[src/ecl_pkg.sv]
// Shared types and codes for the extent cache LRU tag manager.
// No dependencies; every module of the block imports this package.
package ecl_pkg;

    // operation codes of an input word
    localparam logic [1:0] OP_ACQUIRE = 2'd0;
    localparam logic [1:0] OP_RELEASE = 2'd1;
    localparam logic [1:0] OP_CLEAR   = 2'd2;
    localparam logic [1:0] OP_FILLED  = 2'd3;

    // result status codes
    localparam logic [2:0] ST_HIT       = 3'd0;
    localparam logic [2:0] ST_MISS      = 3'd1;
    localparam logic [2:0] ST_NO_FREE   = 3'd2;
    localparam logic [2:0] ST_REF_FULL  = 3'd3;
    localparam logic [2:0] ST_RELEASED  = 3'd4;
    localparam logic [2:0] ST_REL_ERROR = 3'd5;
    localparam logic [2:0] ST_FILLED    = 3'd6;
    localparam logic [2:0] ST_CLEARED   = 3'd7;

    // slot update kinds sent to the cells
    localparam logic [2:0] UPD_NONE  = 3'd0;
    localparam logic [2:0] UPD_HIT   = 3'd1;
    localparam logic [2:0] UPD_FILL  = 3'd2;
    localparam logic [2:0] UPD_REL   = 3'd3;
    localparam logic [2:0] UPD_CLEAR = 3'd4;
    localparam logic [2:0] UPD_DONE  = 3'd5;

    localparam logic [7:0] REF_MAX    = 8'hFF;
    localparam logic       ERROR_FLAG = 1'b1;

    // request held for the whole sweep
    typedef struct packed {
        logic [1:0]  op;
        logic [7:0]  dev;
        logic [31:0] start;
        logic [31:0] ebytes;
        logic [31:0] off;
        logic [16:0] len;     // already clamped
        logic [2:0]  si;
        logic        no_cache;
        logic        fill_failed;
    } t_req;

    // search token handed from cell to cell
    typedef struct packed {
        logic        hit;
        logic        full;
        logic [31:0] base;
        logic [16:0] size;
        logic        err;
        logic        vic;
        logic [31:0] vtime;
        logic [7:0]  sel_ref;
    } t_tok;

    // slot update broadcast
    typedef struct packed {
        logic [2:0]  kind;
        logic        stamp;
        logic [31:0] stamp_val;
        logic [31:0] base;
        logic [16:0] size;
        logic        err;
    } t_upd;

endpackage

[src/ecl_cell.sv]
// One cache slot: holds its tag, window and policy state, merges its
// own match into the search token and registers it for the next cell.
// Depends on ecl_pkg.
module ecl_cell #(
    parameter int SLOTS = 8,
    parameter int IDX   = 0,
    parameter int IW    = (SLOTS > 1) ? $clog2(SLOTS) : 1
) (
    input  logic           i_clk,
    input  logic           i_rst_n,
    input  ecl_pkg::t_req  i_req,
    input  ecl_pkg::t_tok  i_tok,
    input  logic [IW-1:0]  i_hit_idx,
    input  logic [IW-1:0]  i_vic_idx,
    input  ecl_pkg::t_upd  i_upd,
    input  logic [IW-1:0]  i_upd_idx,
    output ecl_pkg::t_tok  o_tok,
    output logic [IW-1:0]  o_hit_idx,
    output logic [IW-1:0]  o_vic_idx
);
    import ecl_pkg::*;

    localparam logic [IW-1:0] ME  = IW'(IDX);
    localparam logic [7:0]    ME8 = 8'(IDX);

    logic [7:0]  r_dev;
    logic [31:0] r_start, r_len, r_base, r_use;
    logic [16:0] r_size;
    logic [7:0]  r_ref;
    logic        r_err;

    t_tok          r_tok, n_tok;
    logic [IW-1:0] r_hit_idx, n_hit_idx, r_vic_idx, n_vic_idx;
    logic          mine_hit, mine;

    // local match against the request
    always_comb begin
        mine_hit = (r_size != 17'd0) && (r_dev == i_req.dev) &&
                   (r_start == i_req.start) && (r_len == i_req.ebytes) &&
                   (r_base <= i_req.off) &&
                   ({1'b0, r_base} + 33'(r_size) >= {1'b0, i_req.off} + 33'(i_req.len));
    end

    // token merge: earliest hit wins, oldest unreferenced slot wins
    always_comb begin
        n_tok     = i_tok;
        n_hit_idx = i_hit_idx;
        n_vic_idx = i_vic_idx;
        if (!i_tok.hit && mine_hit) begin
            n_tok.hit  = 1'b1;
            n_tok.full = (r_ref == REF_MAX);
            n_tok.base = r_base;
            n_tok.size = r_size;
            n_tok.err  = r_err;
            n_hit_idx  = ME;
        end
        if (r_ref == 8'd0 && (!i_tok.vic || r_use < i_tok.vtime)) begin
            n_tok.vic   = 1'b1;
            n_tok.vtime = r_use;
            n_vic_idx   = ME;
        end
        if ({5'd0, i_req.si} == ME8) begin
            n_tok.sel_ref = r_ref;
        end
    end

    always_ff @(posedge i_clk) begin
        r_tok     <= n_tok;
        r_hit_idx <= n_hit_idx;
        r_vic_idx <= n_vic_idx;
    end

    assign mine = (i_upd_idx == ME);

    // slot state updates
    always_ff @(posedge i_clk) begin
        if (!i_rst_n) begin
            r_dev   <= '0;
            r_start <= '0;
            r_len   <= '0;
            r_base  <= '0;
            r_size  <= '0;
            r_ref   <= '0;
            r_use   <= '0;
            r_err   <= 1'b0;
        end else begin
            case (i_upd.kind)
                UPD_HIT: begin
                    if (mine) r_ref <= r_ref + 8'd1;
                end
                UPD_FILL: begin
                    if (mine) begin
                        r_dev   <= i_req.dev;
                        r_start <= i_req.start;
                        r_len   <= i_req.ebytes;
                        r_base  <= i_upd.base;
                        r_size  <= i_upd.size;
                        r_err   <= 1'b0;
                        r_ref   <= 8'd1;
                    end
                end
                UPD_REL: begin
                    if (mine) begin
                        r_ref <= r_ref - 8'd1;
                        if (i_upd.stamp) r_use <= i_upd.stamp_val;
                    end
                end
                UPD_CLEAR: begin
                    if (r_dev == i_req.dev) begin
                        r_size <= '0;
                        r_use  <= '0;
                        r_ref  <= '0;
                    end
                end
                UPD_DONE: begin
                    if (mine) r_err <= i_upd.err;
                end
                default: ;
            endcase
        end
    end

    assign o_tok     = r_tok;
    assign o_hit_idx = r_hit_idx;
    assign o_vic_idx = r_vic_idx;

endmodule
[config.mk]
export PLATFORM = sky130hd
export DESIGN_NAME = ecl_cell
export DESIGN_NICKNAME = d
export VERILOG_FILES = /design/src/ecl_pkg.sv /design/src/ecl_cell.sv
export SDC_FILE = /design/constraint.sdc
export NUM_CORES = 1
export LEC_CHECK = 0
export BUFFER_PORTS_ARGS = -buffer_cell sky130_fd_sc_hd__buf_2
export CAP_MARGIN = 20
export CORE_MARGIN = 8
export CORE_UTILIZATION = 48
export DETAILED_ROUTE_END_ITERATION = 8
export PLACE_DENSITY_LB_ADDON = 0.3
export SLEW_MARGIN = 20
export SYNTH_ARGS = -nofsm -noshare
export SYNTH_HDL_FRONTEND = slang
export SYNTH_SLANG_ARGS = --single-unit
[constraint.sdc]
create_clock -name i_clk -period 4.9 [get_ports i_clk]
set_clock_uncertainty 0.15 [all_clocks]
set_input_delay 0.49 -clock i_clk [delete_from_list [all_inputs] [get_ports i_clk]]
set_output_delay 0.49 -clock i_clk [all_outputs]
set_load 0.02 [all_outputs]
==> key figures, run 1 <==
Status
  – Status: complete, no violations

Synthesis
  – Synthesis-stage register bit count: ~260
  – Post-synth top area share: between 30% and 40%
  – Cells after synthesis: approximately 1600
  – Synth top area cells: dfxtp_1 36%, ha_1 12%, mux2_2 7.0%
  – Ys Warns: 0
  – Async SR Flop Fraction: 0%
  – Cell taking the most area after synthesis: dfxtp_1
  – Synth Flop Type: dfxtp_1
  – Avg Inst Size Synth: about 8.9 µm²
  – Mapped Nets: 2083
  – Sequential share of the synthesized area: between 30% and 40%
  – Library cells used by synthesis: 61
  – Synthesized area: around 0.015 mm²
  – EDFF count, synth: 0

Route
  – ANT nets after route: 0
  – DR vias: 13443
  – Residual DRC: 0
  – TritonRoute pass-1 iters: 5
  – Routed WL per cell: 18.6 µm
  – Drt total wl: 46600 µm
  – Via density: 5.38
  – Initial DRC Count: roughly 720

Pwr
  – Leakage power: between 8 and 9 nW
  – NetSw: roughly 1.3 mW
  – Maximum vdd drop: between 0.0002 and 0.0003 V
  – Pwr dens: around 270 mW/mm²
  – Total power: between 5 and 6 mW
  – Int Power: ~3.8 mW
  – Sw Share: 24.8%
  – Clock network fraction of total power: a little over two fifths
  – Sequential share of power: a little over two fifths
  – Logic pwr share: a little over an eighth

Floorplan
  – Die width: between 150 and 200 µm
  – Core Footprint: between 0.02 and 0.03 mm²
  – Core Rows: 63
  – Die area: 0.0361 mm²
  – Initial Util: between 40% and 50%
  – # IOs: roughly 420
  – Die Ht: roughly 190 µm

Clock network
  – CTS Sinks: about 260
  – Worst skew pair latency: 0.55 ns
  – CTS tree: built
  – Clk slew on worst S/H paths: around 0.06 ns
  – CTS HTree Levels: 1
  – Root buf cell: clkbuf_16
  – Cts bufs inserted: 29
  – CTS max path bufs: 3

Placement
  – Final RePlAce weighted congestion: 0.907
  – DP Wirelength: ~34000 µm
  – Placed inst area: about 0.017 mm²
  – Pre-CTS setup slack: -0.226 ns
  – Dpl cells: about 2400
  – PortBufs: 412

Finish
  – Post-Route Utilization: between 60 and 70%
  – Multi-input logic area: 0.00884 mm²
  – # fillers: roughly 2600
  – FF+latch area: roughly 0.0052 mm²
  – Cell area after layout: 0.0187 mm²
  – Area delta synth->final: 28.6%
  – Most frequent cells in the layout: 411 x buf_2, 267 x nand2_1, 259 x dfxtp_1, 132 x ha_1, 121 x a21boi_0
  – Layout cells sized above 1: approximately 30%
  – Commonest non-fill, non-tap cell in the layout: buf_2
  – Nets: between 2000 and 3000
  – Finished Layout Cells: 2500

Critical path
  – Crit path depth: 21
  – WP data arrival: between 5 and 6 ns
  – Crit Path Max Fanout: 7
  – Crit-path cells: ha_4 -> fa_2 -> a211oi_2 -> nor2_2 -> o311a_1 -> o21a_1 -> o21ai_1 -> nand2b_1 -> a21oi_2 -> xnor2_1 -> ha_1 -> nand4_1 -> or3_1 -> a21oi_2 -> nor4_2 -> nor3_2 -> a2111oi_4 -> nor4_4 -> buf_12 -> clkbuf_16 -> mux2_2
  – WS Path Type: flip-flop to flip-flop
  – Crit path top cell by count: a21oi_2
  – Worst reg2reg path depth: 21
  – Max stage delay cell, worst path: o311a_1
  – Dominant delay contributor by cell family on the critical path: compound AO/OA/AOI/OAI gates
  – Crit end category: flip-flop
  – Startpoint Class: flip-flop
  – Worst EP required: ~5.2 ns
  – Crit path buf inv count: 2
  – Crit-path max cell delay: slightly above 0.4 ns

GRT
  – Met2 usage: 41.6%
  – GR Layer Usage met3: just under 6%
  – First-pass GRT wire length: slightly above 70000 µm
  – Met1 usage: approximately 28%
  – Number of global-route vias before repair: 13639
  – All-Layer GR Usage: between 20% and 30%
  – Initial antenna violation count: 17
  – GRT overflow: 0
  – GRT busiest layer: met2
  – Maximum number of pins on one net before global-route repair: between 100 and 150

Timing
  – Max-slew violation count: 0
  – Rel. slew slack: a little over 30%
  – Hold Violations, Final: 0
  – Maximum clock frequency: about 210 MHz
  – Period utilization: 96.9%
  – Final setup margin: ~0.15 ns
  – Fin Setup TNS: 0 ns
  – Hold WS: 0.0221 ns
  – Final setup fails: 0
  – Worst-Margin Slew: ~1.0 ns
  – Tmin final: 4.75 ns

Job
  – Max-capacitance violation count: 0

Hold path
  – HP Class: primary input to flip-flop
  – Hold Crit Depth: 2
[per-layer routing]
metal / share of wire [%] / vias up
met5: 0.17 / -
met3: 7.1 / 112
met4: 3.9 / 14
met1: 40 / 6271
li1: - / 6623
met2: 48 / 423
[worst paths after layout]
path	start	end	slack [ns]
worst max-delay path	r_base[0]	o_tok[43]	0.15
worst min-delay path	i_tok[90]	o_tok[90]	0.02
worst max register to register	r_base[0]	o_tok[43]	0.15
worst min register to register	r_len[9]	r_len[9]	0.32
[sequential cells by signal (all words and copies together) (netlist names)]
| name | flops |
|---|---|
| o_hit_idx | 3 |
| o_tok | 93 |
| o_vic_idx | 3 |
| r_base | 32 |
| r_dev | 8 |
| r_err | 1 |
| r_len | 32 |
| r_ref | 8 |
| r_size | 17 |
| r_start | 32 |
| r_use | 32 |
[cells in the mapped netlist, drive strengths merged, types with 28 or more instances]
| library cell | count |
|---|---|
| nand3 | 41 |
| ha | 136 |
| a21boi | 121 |
| xor2 | 35 |
| nor2b | 48 |
| a22oi | 37 |
| mux2 | 91 |
| a21o | 43 |
| nand2 | 269 |
| nor2 | 32 |
| clkbuf | 56 |
| o21ai | 28 |
| nand4 | 40 |
| dfxtp | 261 |
| a21oi | 66 |
| inv | 88 |
| xnor2 | 84 |
[layout make-up]
class                      instances  share of cell area (%)
sequential                       261                    28.0
clock buffer                      41                    4.29
antenna                           10                   0.134
tap                              390                    2.61
timing repair buffer             487                    15.0
inverter                          88                    1.77
multi-input combinational       1212                    47.3
clock inverter                    11                   0.864
[logic make-up (layout without fill, tap and decap cells)]
| group | count (synthesis) | count (layout) | synth area share, % |
|---|---|---|---|
| other cells | 0 | 10 | 0 |
| xor+xnor | 119 | 119 | 7.18 |
| buf+inv | 153 | 627 | 4.24 |
| compound gates | 357 | 357 | 17.1 |
| simple gates | 506 | 506 | 16.3 |
| fa+ha+maj | 139 | 139 | 12.1 |
| mux | 91 | 91 | 7.06 |
| flops | 261 | 261 | 36.0 |
[repair_timing]
| item | 4_1_cts | 5_1_grt |
|---|---|---|
| gates cloned | 3 | 2 |
| endpoints found under the setup margin | 51 | 55 |
| hold buffers | 26 | 0 |
| setup buffers | 2 | 4 |
| pin swaps | 0 | 18 |
| resized for setup | 9 | 29 |
| endpoints found under the hold margin | 26 | 0 |
[worst reg2reg max path, delay by kind of cell (launching register included)]
family          cells  cell delay, ns
simple gates        7            1.15
buf+inv             2            0.38
xor+xnor            1            0.08
mux                 1            0.34
fa+ha+maj           3            0.84
compound gates      7            1.35
flops               1            0.34
[power groups by stage]
stage / Clock [mW] / Combinational, mW / Sequential (mW)
2_1_floorplan: 0 / 0.309 / 2.29
5_1_grt: 2.37 / 0.749 / 2.20
3_3_place_gp: 0 / 0.644 / 2.24
6_report: 2.23 / 0.687 / 2.19
3_5_place_dp: 0 / 0.655 / 2.24
4_1_cts: 2.28 / 0.677 / 2.19
Power figures use the tool's default switching activity.
==> run 2, diff against run 1 <==
--- a/config.mk
+++ b/config.mk
@@ -5,13 +5,14 @@
 export SDC_FILE = /design/constraint.sdc
 export NUM_CORES = 1
 export LEC_CHECK = 0
+export ABC_AREA = 1
 export BUFFER_PORTS_ARGS = -buffer_cell sky130_fd_sc_hd__buf_2
 export CAP_MARGIN = 20
 export CORE_MARGIN = 8
-export CORE_UTILIZATION = 48
+export CORE_UTILIZATION = 49
 export DETAILED_ROUTE_END_ITERATION = 8
 export PLACE_DENSITY_LB_ADDON = 0.3
-export SLEW_MARGIN = 20
+export SLEW_MARGIN = 30
 export SYNTH_ARGS = -nofsm -noshare
 export SYNTH_HDL_FRONTEND = slang
 export SYNTH_SLANG_ARGS = --single-unit
==> key figures, run 2 <==
Status
  – Status: complete, no violations

Floorplan
  – Die Ht: about 200 µm
  – Core Rows: between 60 and 70
  – Die area: approximately 0.038 mm²
  – Die width: 195 µm
  – Core Footprint: between 0.03 and 0.04 mm²
  – # IOs: ~420
  – Initial Util: between 40% and 50%

GRT
  – Maximum number of pins on one net before global-route repair: 118
  – Initial antenna violation count: 25
  – All-Layer GR Usage: about 28%
  – Number of global-route vias before repair: 16874
  – GRT overflow: 0
  – First-pass GRT wire length: 88500 µm

Clock network
  – Postcts setup bufs: 0
  – CTS Sinks: around 260
  – Worst skew pair latency: roughly 0.58 ns
  – CTS HTree Levels: 1
  – CTS tree: built
  – Clk slew on worst S/H paths: 0.06 ns
  – Cts bufs inserted: 30
  – CTS max path bufs: 3
  – Root buf cell: clkbuf_16

Critical path
  – Critical path launch point: r_base[11]
  – WP data arrival: about 4.7 ns
  – Crit end category: flip-flop
  – Worst EP required: 5.25 ns
  – WS Path Type: flip-flop to flip-flop
  – Worst r2r src: r_base[11]
  – Crit-path cells: ha_1 -> a21o_1 -> nand2_1 -> nand2_1 -> a21oi_1 -> nand3_1 -> and2_1 -> nand2_1 -> xor2_1 -> ha_1 -> nand2_1 -> nor2_1 -> nand2_1 -> nor2_1 -> nand2_1 -> nand2_1 -> nand2_1 -> nand3_1 -> nor2_1 -> nor2_8 -> buf_4 -> nand3_1 -> nand2_1
  – Crit Path Max Fanout: 17
  – Crit-path max cell delay: 0.57 ns
  – Startpoint Class: flip-flop
  – Crit path top cell by count: nand2_1
  – Dominant delay contributor by cell family on the critical path: simple AND/OR/NAND/NOR gates
  – Crit path buf inv count: 1
  – Max stage delay cell, worst path: dfxtp_1

Job
  – Max-capacitance violation count: 0

Timing
  – Maximum clock frequency: roughly 230 MHz
  – Final setup fails: 0
  – Unrepaired setup endpoints after global routing: false
  – Max-slew violation count: 0
  – Rel. slew slack: 43.8%
  – Fin Setup TNS: 0 ns
  – Hold Violations, Final: 0
  – Worst-Margin Slew: approximately 0.84 ns
  – Hold WS: a little under 0.02 ns
  – Period utilization: 89.0%
  – Tmin final: approximately 4.4 ns

Finish
  – Finished Layout Cells: approximately 3300
  – Nets: about 3300
  – Commonest non-fill, non-tap cell in the layout: nand2_1
  – Most frequent cells in the layout: 592 x nand2_1, 412 x buf_2, 272 x nor2_1, 261 x dfxtp_1, 239 x inv_1
  – Post-Route Utilization: 64.4%
  – Area delta synth->final: 29.4%
  – Layout cells sized above 1: roughly 18%
  – Largest register FFs: between 90 and 100

Pwr
  – Sequential share of power: 41.9%
  – Sw Share: 27.5%
  – NetSw: roughly 1.5 mW
  – Int Power: ~3.8 mW
  – Pwr dens: approximately 260 mW/mm²
  – Maximum vdd drop: about 0.0003 V
  – Logic pwr share: 16.2%
  – Leakage power: 10.5 nW
  – Clock network fraction of total power: between 40% and 50%
  – Total power: roughly 5.3 mW

Synthesis
  – Ys Warns: 0
  – Complex-gate fraction of the synthesized area: 13.9%
  – Largest family of logic cells by synthesized area: simple AND/OR/NAND/NOR gates
  – Synth top area cells: dfxtp_1 33%, nand2_1 14%, ha_1 11%
  – Library cells used by synthesis: 41
  – Post-Synth Adder-Cell Area: between 10% and 20%
  – Synthesized area: around 0.016 mm²
  – Async SR Flop Fraction: 0%
  – Sequential share of the synthesized area: approximately 33%
  – Mapped Nets: between 2000 and 3000
  – Post-synthesis xor/xnor area fraction: 4.02%
  – Cells after synthesis: between 2000 and 2500
  – Synthesis-stage register bit count: between 200 and 300
  – Top post-synthesis cells by count: 593 x nand2_1, 272 x nor2_1, 261 x dfxtp_1, 242 x inv_1, 203 x a21oi_1
  – Cell taking the most area after synthesis: dfxtp_1
  – Post-Synth Simple-Gate Area: about 29%
  – Post-synth top area share: 33.3%
  – Mux cell area share after synthesis: 0.0718%
  – Avg Inst Size Synth: ~6.7 µm²
  – Synth Flop Type: dfxtp_1
  – EDFF count, synth: 0
  – Top-count cell post-synth: nand2_1

Route
  – Via density: 5.30
  – ANT nets after route: 0
  – Routed WL per cell: 17.2 µm
  – TritonRoute pass-1 iters: 5
  – DR vias: around 17000
  – Drt total wl: between 50000 and 60000 µm
  – Residual DRC: 0
  – Initial DRC Count: between 1000 and 1500

Placement
  – DP Wirelength: 42000 µm
  – Dpl cells: approximately 3100
  – Final RePlAce weighted congestion: roughly 0.93
  – PortBufs: about 410

Hold path
  – Hold path startpoint: i_upd[39]
  – HP Class: primary input to flip-flop
run 2: cell types whose count changed after synthesis, moves of 55 or more:
cell	delta
nand3_1	+136
nand2_1	+324
inv_1	+154
a21oi_1	+138
nor2_1	+240
xnor2_1	-55
mux2_2	-89
a21boi_0	-112
o21ai_0	+123
run 2: area by class of cell:
class / instances / area [µm²]
Antenna cell: 16 / 40.0
Fill cell: 2822 / 11200
Clock inverter: 8 / 96.3
Tap cell: 402 / 503
Clock buffer: 47 / 895
Sequential cell: 261 / 5230
Timing Repair Buffer: 550 / 3430
Inverter: 260 / 978
Multi-Input combinational cell: 1739 / 9140
run 2: power groups by stage:
stage	clock (mW)	sequential (mW)	combinational, mW
4_1_cts	2.27	2.22	0.847
3_3_place_gp	0	2.27	0.747
5_1_grt	2.35	2.23	0.945
6_report	2.23	2.22	0.858
3_5_place_dp	0	2.27	0.762
2_1_floorplan	0	2.33	0.368
run 2: timing repair:
| item | in CTS | in global routing |
|---|---|---|
| hold buffers | 123 | 0 |
| resized for setup | 0 | 0 |
| endpoints found under the hold margin | 123 | 0 |
run 2: cell families (layout without fill, tap and decap cells):
logic type | after synthesis | in the layout
adders and majority gates | 139 | 139
and+or+nand+nor | 1106 | 1106
muxes | 1 | 1
AOI/OAI and AO/OA | 421 | 421
DFF | 261 | 261
xor gates and xnor gates | 72 | 72
other | 0 | 16
buffers and inverters | 338 | 865
run 2: tightest hold or removal path, cell delays in order:
cell and delay (ns):
buf_2 0.08, nor2_1 0.04, nor2_1 0.08
run 2: metrics by stage:
stage,setup slack [ns],cell area (µm²)
CTS,0.630,20200
floorplan,1.33,15700
global placement,0.565,18000
global route,0.168,20300
detailed placement,0.471,18000
finish,0.539,20300
run 2: worst paths after layout:
path                end  depth (start not counted)  slack, ns
min          r_base[21]                          3       0.02
max reg2reg   o_tok[75]                         23       0.54
max           o_tok[75]                         23       0.54
min reg2reg  r_start[7]                          2       0.31
run 2: per-layer routing:
metal  track usage [%]  up-vias  part of all wire, %
met4              12.3       18                  4.3
li1                  -     8601                    -
met2              47.3      708                   47
met3              6.70      165                  7.6
met1              34.1     7906                   41
met5                 0        -                 0.19
==> run 3, diff against run 2 <==
--- a/config.mk
+++ b/config.mk
@@ -8,8 +8,10 @@
 export ABC_AREA = 1
 export BUFFER_PORTS_ARGS = -buffer_cell sky130_fd_sc_hd__buf_2
 export CAP_MARGIN = 20
+export CELL_PAD_IN_SITES_DETAIL_PLACEMENT = 1
+export CELL_PAD_IN_SITES_GLOBAL_PLACEMENT = 1
 export CORE_MARGIN = 8
-export CORE_UTILIZATION = 49
+export CORE_UTILIZATION = 34
 export DETAILED_ROUTE_END_ITERATION = 8
 export PLACE_DENSITY_LB_ADDON = 0.3
 export SLEW_MARGIN = 30
==> key figures, run 3 (synthesis results as in run 2) <==
Route
  – Via density: roughly 5
  – Residual DRC: 0
  – Drt total wl: 66700 µm
  – Initial DRC Count: 900
  – DR vias: 17543
  – TritonRoute pass-1 iters: 5
  – ANT nets after route: 0
  – Routed WL per cell: 19.0 µm

Job
  – Max-capacitance violation count: 0

Timing
  – Max-slew violation count: 0
  – Hold Violations, Final: 0
  – Period utilization: 90.2%
  – Final setup fails: 0
  – Unrepaired setup endpoints after global routing: false
  – Maximum clock frequency: about 230 MHz
  – Fin Setup TNS: 0 ns
  – Hold WS: 0.0173 ns
  – Rel. slew slack: 35.0%
  – Tmin final: around 4.4 ns
  – Worst-Margin Slew: 0.972 ns

GRT
  – First-pass GRT wire length: 105000 µm
  – GRT overflow: 0
  – Number of global-route vias before repair: ~19000
  – All-Layer GR Usage: ~24%
  – Maximum number of pins on one net before global-route repair: 85
  – Initial antenna violation count: 28

Clock network
  – Root buf cell: clkbuf_16
  – Cts bufs inserted: 31
  – Clk slew on worst S/H paths: roughly 0.060 ns
  – CTS HTree Levels: 1
  – CTS Sinks: approximately 260
  – CTS tree: built
  – Worst skew pair latency: just under 0.6 ns
  – Postcts setup bufs: 0
  – Post-CTS sizing: 0
  – CTS max path bufs: 3

Pwr
  – Int Power: between 3 and 4 mW
  – Pwr dens: between 200 and 300 mW/mm²
  – Leakage power: 10.7 nW
  – Maximum vdd drop: ~0.00022 V
  – Sequential share of power: between 40 and 50%
  – Sw Share: 27.8%
  – Logic pwr share: between 10% and 20%
  – NetSw: 1.53 mW
  – Clock network fraction of total power: 43.5%

Critical path
  – WP data arrival: roughly 4.8 ns
  – Crit path buf inv count: 1
  – Startpoint Class: flip-flop
  – Worst EP required: 5.27 ns
  – Worst R2R Setup Slack: 0.48 ns
  – Crit-path cells: ha_1 -> a21oi_1 -> o21ai_0 -> a21oi_1 -> nor2_1 -> o21ai_0 -> nand2_1 -> nand3b_1 -> nand2_1 -> ha_1 -> nand2_1 -> nor2_1 -> nand2_1 -> nor2_1 -> nand2_1 -> nand2_1 -> nand2_1 -> nand3_1 -> nor2_1 -> nor2_8 -> buf_4 -> nand3_1 -> nand2_1
  – Crit path top cell by count: nand2_1
  – Max stage delay cell, worst path: dfxtp_1
  – WS Path Type: flip-flop to flip-flop
  – Dominant delay contributor by cell family on the critical path: simple AND/OR/NAND/NOR gates
  – Crit end category: flip-flop
  – Crit Path Max Fanout: 26
  – Crit-path max cell delay: between 0.4 and 0.5 ns

Status
  – Status: complete, no violations

Placement
  – DP Wirelength: between 40000 and 50000 µm
  – Final RePlAce weighted congestion: 0.866
  – PortBufs: roughly 410

Finish
  – Most frequent cells in the layout: 593 x nand2_1, 411 x buf_2, 272 x nor2_1, 261 x dfxtp_1, 239 x inv_1
  – Commonest non-fill, non-tap cell in the layout: nand2_1
  – Post-Route Utilization: between 40% and 50%
  – Area delta synth->final: 32.6%
  – Largest register FFs: 93
  – Layout cells sized above 1: a little under a fifth
  – # fillers: ~5900
  – Nets: about 3300

Floorplan
  – # IOs: 417
  – Core Footprint: between 0.04 and 0.05 mm²
  – Die area: 0.0533 mm²
  – Initial Util: about a third
  – Die width: 231 µm
  – Core Rows: 78
  – Die Ht: 231 µm

Hold path
  – HP Class: primary input to flip-flop
[run 3: cell types whose count changed in the layout (fill, tap and decap cells not counted), sizes merged]
cell,before,now
bufinv,1,3
clkbuf,47,41
clkinvlp,1,2
inv,258,261
buf,427,438
dlygate4sd3,123,135
diode,16,20
[run 3: metal layers]
metal	track usage (%)	vias to the layer above	share of wire, %
li1	-	8665	-
met1	28.6	8323	42
met2	43.2	401	49
met3	4.54	138	5.1
met4	8.04	16	3.4
met5	0	-	0.14
[run 3: path summary, 6_finish.rpt]
| kind | from | to | depth (start not counted) |
|---|---|---|---|
| worst max-delay path | r_base[6] | o_tok[72] | 23 |
| worst min register to register | r_start[7] | r_start[7] | 2 |
| worst min-delay path | i_req[102] | r_start[16] | 3 |
| worst max register to register | r_base[6] | o_tok[72] | 23 |
[run 3: tightest hold or removal path, stage by stage]
cell and delay, ns:
buf_2 0.09, nor2_1 0.04, nor2_1 0.08
[run 3: per-stage QoR]
| step | setup slack (ns) | cells | power, mW | area (µm²) |
|---|---|---|---|---|
| after floorplan | 1.33 | 2338 | 2.70 | 15700 |
| after global placement | 0.410 | 3298 | 3.03 | 18400 |
| after detailed placement | 0.295 | 3298 | 3.06 | 18400 |
| after CTS | 0.540 | 3488 | 5.56 | 20800 |
| after global routing | 0.0860 | 3504 | 5.74 | 20800 |
| final | 0.479 | 3508 | 5.51 | 20800 |
[run 3: power by group through the flow]
stage	sequential (mW)	clock, mW	combinational (mW)
floorplan	2.33	0	0.368
global placement	2.26	0	0.761
detailed placement	2.27	0	0.791
CTS	2.22	2.45	0.885
global route	2.23	2.53	0.980
finish	2.22	2.40	0.889
[run 3: what timing repair did]
item,4_1_cts,5_1_grt
hold buffers,135,0
hold endpoints to repair,135,0
endpoints found under the setup margin,0,0
[run 3: final cells by class]
| class | count | area, µm² | share of cell area (%) |
|---|---|---|---|
| Antenna cell | 20 | 50.0 | 0.240 |
| Clock buffer | 41 | 883 | 4.24 |
| Clock inverter | 14 | 165 | 0.794 |
| Inverter | 260 | 977 | 4.70 |
| Multi-Input combinational cell | 1739 | 9140 | 43.9 |
| Sequential cell | 261 | 5230 | 25.1 |
| Tap cell | 600 | 751 | 3.61 |
| Timing Repair Buffer | 573 | 3620 | 17.4 |
